**src/rtl/plc_pkg.sv**
```systemverilog
`timescale 1ns / 1ps
package plc_pkg;

    localparam int MAX_POINTS_DEF = 16;
    localparam int DATA_W         = 32;

    localparam logic [1:0] KIND_CONVERT = 2'd0;
    localparam logic [1:0] KIND_ADD     = 2'd1;
    localparam logic [1:0] KIND_CLEAR   = 2'd2;

    localparam logic CFG_LOWER = 1'b0;
    localparam logic CFG_UPPER = 1'b1;

    typedef enum logic [1:0] {
        OP_CONVERT,
        OP_ADD,
        OP_CLEAR,
        OP_NOP
    } t_op;

    typedef struct packed {
        logic [1:0]               kind;
        logic signed [DATA_W-1:0] x_value;
        logic signed [DATA_W-1:0] y_value;
    } t_in;

    typedef struct packed {
        logic signed [DATA_W-1:0] y_result;
        logic                     table_ready;
        logic                     add_rejected;
    } t_out;

    typedef struct packed {
        t_op                      op;
        logic signed [DATA_W-1:0] x_value;
        logic signed [DATA_W-1:0] y_value;
    } t_cmd;

    typedef struct packed {
        logic signed [DATA_W-1:0] x;
        logic signed [DATA_W-1:0] y;
    } t_point;

    typedef struct packed {
        logic signed [DATA_W-1:0] lower;
        logic signed [DATA_W-1:0] upper;
    } t_limits;

    typedef struct packed {
        logic                    start;
        logic [2*DATA_W-1:0]     dividend;
        logic [DATA_W-1:0]       divisor;
    } t_div_req;

    typedef struct packed {
        logic                    done;
        logic [2*DATA_W-1:0]     quotient;
    } t_div_rsp;

endpackage

```
**src/rtl/plc_front.sv**
```systemverilog
`timescale 1ns / 1ps
// Input side: decode the request kind, hold up to two commands.
module plc_front
    import plc_pkg::*;
(
    input  logic i_clk,
    input  logic i_rst_n,
    input  logic i_in_valid,
    output logic o_in_ready,
    input  t_in  i_in_data,
    output logic o_cmd_valid,
    input  logic i_cmd_ready,
    output t_cmd o_cmd
);

    t_cmd       r_q [2];
    logic       r_wp;
    logic       r_rp;
    logic [1:0] r_cnt;
    t_cmd       dec;
    logic       push;
    logic       pop;

    always_comb begin
        dec.x_value = i_in_data.x_value;
        dec.y_value = i_in_data.y_value;
        unique case (i_in_data.kind)
            KIND_CONVERT: dec.op = OP_CONVERT;
            KIND_ADD:     dec.op = OP_ADD;
            KIND_CLEAR:   dec.op = OP_CLEAR;
            default:      dec.op = OP_NOP;
        endcase
    end

    assign o_in_ready  = r_cnt != 2'd2;
    assign o_cmd_valid = r_cnt != 2'd0;
    assign o_cmd       = r_q[r_rp];
    assign push        = i_in_valid && o_in_ready;
    assign pop         = o_cmd_valid && i_cmd_ready;

    always_ff @(posedge i_clk) begin
        if (push) begin
            r_q[r_wp] <= dec;
        end
        if (!i_rst_n) begin
            r_wp  <= 1'b0;
            r_rp  <= 1'b0;
            r_cnt <= 2'd0;
        end else begin
            if (push) begin
                r_wp <= ~r_wp;
            end
            if (pop) begin
                r_rp <= ~r_rp;
            end
            r_cnt <= r_cnt + {1'b0, push} - {1'b0, pop};
        end
    end

endmodule

```
**config.mk**
```make
export PLATFORM = sky130hd
export DESIGN_NAME = plc_front
export DESIGN_NICKNAME = d
export VERILOG_FILES = /design/src/rtl/plc_pkg.sv /design/src/rtl/plc_front.sv
export SDC_FILE = /design/constraint.sdc
export NUM_CORES = 1
export LEC_CHECK = 0
export CORE_ASPECT_RATIO = 1.4
export CORE_MARGIN = 5
export CORE_UTILIZATION = 50
export DETAILED_ROUTE_END_ITERATION = 6
export DONT_BUFFER_PORTS = 1
export GPL_TIMING_DRIVEN = 1
export PLACE_DENSITY = 0.77
export SLEW_MARGIN = 20
export SYNTH_ARGS = -nofsm -noshare
export SYNTH_HDL_FRONTEND = slang
export SYNTH_SLANG_ARGS = --single-unit
```
**constraint.sdc**
```tcl
create_clock -name i_clk -period 3.5 [get_ports i_clk]
set_input_delay 0.35 -clock i_clk [delete_from_list [all_inputs] [get_ports i_clk]]
set_output_delay 0.35 -clock i_clk [all_outputs]
set_load 0.02 [all_outputs]
```
==> impl_metrics.csv <==
group,metric,value,unit
critical_path,worst-setup-path-type,"reg2out",
floorplanning,die_x,95.9,um
synth,syn_nets,303,
sta,timing.slew.headroom,0.273,
clocking,cts_tree,"built",
placed_design,postPlaceCellArea,0.00532,mm^2
drt,dr_total_vias,2092,
sta,report.final.slew_viol_count,0,
global_route,grt.overflow.total,0,
drt,routed_wl,8630,um
synth,yosys.area_share.simple,0.0119,
synth,synth-seq-cells,137,
clocking,cts_buffer_depth,2,
sta,timing.fmax,0.426,GHz
synth,synth_edf_count,132,
synth,netlist_area,0.00516,mm^2
critical_path,worstPathArrival,2.00,ns
sta,rsz0062_at_grt,"no",
global_route,grt_usage,0.143,
sta,finalCriticalPeriod,2.35,ns
synth,synth.most_common_cell,"edfxtp_1",
status,status,"finished clean",
drt,dr.max_layer_used,"met4",
drt,viasPerCell,5.30,
synth,synth_xor_area_frac,0.00509,
critical_path,crit_chain,"mux2_2",
drt,drc,0,
synth,ys.flop_type,"edfxtp_1",
placed_design,place_congestion,0.682,
synth,synth_area_leader_cell,"edfxtp_1",
synth,netlist.area_leader.share,0.767,
synth,synth_compound_area_frac,0.00145,
global_route,antenna_found_initial,0,
floorplanning,die_h,130,um
critical_path,rr_worst_depth,4,
pwr,power_density,831,mW/mm^2
synth,postSynthCellCount,231,
synth,synthAdderAreaFrac,0.00484,
finish,syn_to_final_growth,13.9,%
sta,fin_skew,0.00665,ns
pwr,peakVddDrop,757,uV
drt,drt-met1-wl,2800,um
critical_path,cp-start-kind,"flop",
synth,async_flop_share,0,
sta,finalSetupViolations,0,
floorplanning,fp.dieArea,0.0125,mm^2
drt,ant_nets,0,
finish,layout-drive-gt1-share,0.397,
synth,synth_top_family_by_area,"multiplexers",
critical_path,crit_family,"flip-flops",
critical_path,cp_max_fo,66,
sta,tightest_slew,1.09,ns
floorplanning,start_util,0.504,
sta,worst_slack,1.15,ns
global_route,grt_pass1_vias,2280,
floorplanning,pin_count,138,
clocking,cts_made_buffers,17,
synth,seq_area_frac_synth,0.787,
critical_path,rrSetupSlack,1.39,ns
clocking,cts_setup_buffers,0,
drt,wl_met3,818,um
pwr,power.leakage,0.00202,uW
synth,avgSynthCellArea,22.4,um^2
placed_design,placed_cells,363,
placed_design,port_buffers,0,
clocking,clock_sinks,137,
placed_design,post-place-ws,1.40,ns
floorplanning,coreArea,0.0102,mm^2
critical_path,end_kind,"output port",
worst_hold_path,hp-class,"in2reg",
critical_path,cp.depth,1,
floorplanning,row_count,44,
critical_path,crit_buf_inv,0,
synth,synth.area.mux_share,0.175,
synth,synth_warnings,0,
drt,post_drt_wl_per_cell,21.9,um
synth,synthDistinctLibCells,19,
worst_hold_path,hold_path_depth,0,
job,drv_cap,0,
synth,yosys-top-cells-count,"132 x edfxtp_1, 40 x mux2_4, 26 x mux2_2, 5 x buf_6, 5 x dfxtp_1",
clocking,cts-resized-gates,0,
clocking,htree_levels,4,
finish,final_nets,316,
drt,drt_first_iter_violations,113,
sta,hold_violations,0,
placed_design,place_hpwl,5770,um
clocking,path_clk_slew,0.06,ns
global_route,grt_pass1_wl,12500,um
synth,synth_area_leaders,"edfxtp_1 77%, mux2_4 12%, mux2_2 5.7%",
finish,antennaDiodeCount,0,
sta,fin_crit_sh,0.671,
clocking,clock-root-buffer,"clkbuf_16",
critical_path,max_stage_delay,1.06,ns
finish,final_area,0.00588,mm^2
clocking,clkLatencyLatePin,0.41,ns
sta,tns,0,ns
critical_path,cp_data_required_time,3.15,ns
clocking,hold_buffers,0,
drt,wl_met2,4850,um
critical_path,slowest_stage,"dfxtp_4",
global_route,grt_max_degree,67,
drt,firstDrtPassIters,4,
finish,final_cells,395,
[through the flow]
stage,utilization,hold WS [ns],total power [uW]
floorplan,-,0.449,3130
finish,0.575,0.0336,4890
global route,0.575,0.00700,5090
CTS,0.575,0.0133,4950
detailed placement,0.520,0.449,3290
global placement,0.520,0.449,3250
[cells in the final DEF (no fill, tap or decap), drive strengths merged, types with 3 or more instances in the layout]
cell type / count
xnor2: 3
clkbuf: 17
edfxtp: 132
buf: 3
mux2: 66
dfxtp: 5
clkinv: 10
[state kept, by name, indices dropped and copies added (netlist names), named ones only]
register	count
r_wp	1
r_cnt	2
r_q	132
r_rp	1
[metal layers]
layer,up-vias,GRT usage
met1,1067,0.138
met3,13,0.0732
met4,0,0.0812
li1,931,-
met5,-,0
met2,81,0.243
[cells by family (layout without fill, tap and decap cells)]
kind of cell | count (synthesis) | count (layout)
mux | 67 | 67
flops | 137 | 137
simple gates | 11 | 11
fa+ha+maj | 2 | 2
compound gates | 1 | 1
xor+xnor | 3 | 3
buf+inv | 10 | 36
[worst paths after layout]
path	to	start
setup reg to reg	r_q[0][7]	r_cnt[0]
setup / recovery	o_cmd[2]	flop
hold / removal	r_q[1][21]	i_in_data[21]
hold reg to reg	flop	r_rp
[power by group]
part           internal [uW]  switching, uW  leakage (uW)
registers               2060            177       0.00128
clock network           1030            622      0.000275
logic                    416            576      0.000469
total                   3510           1370       0.00202
[area by class of cell]
cell class | count | area, um^2
Fill cell | 787 | 4360
Sequential cell | 137 | 4070
Multi-Input combinational cell | 84 | 1030
Clock buffer | 17 | 425
Tap cell | 138 | 173
Clock inverter | 15 | 134
Timing Repair Buffer | 3 | 47.5
Inverter | 1 | 3.75
(Power assumes the default switching activity.)
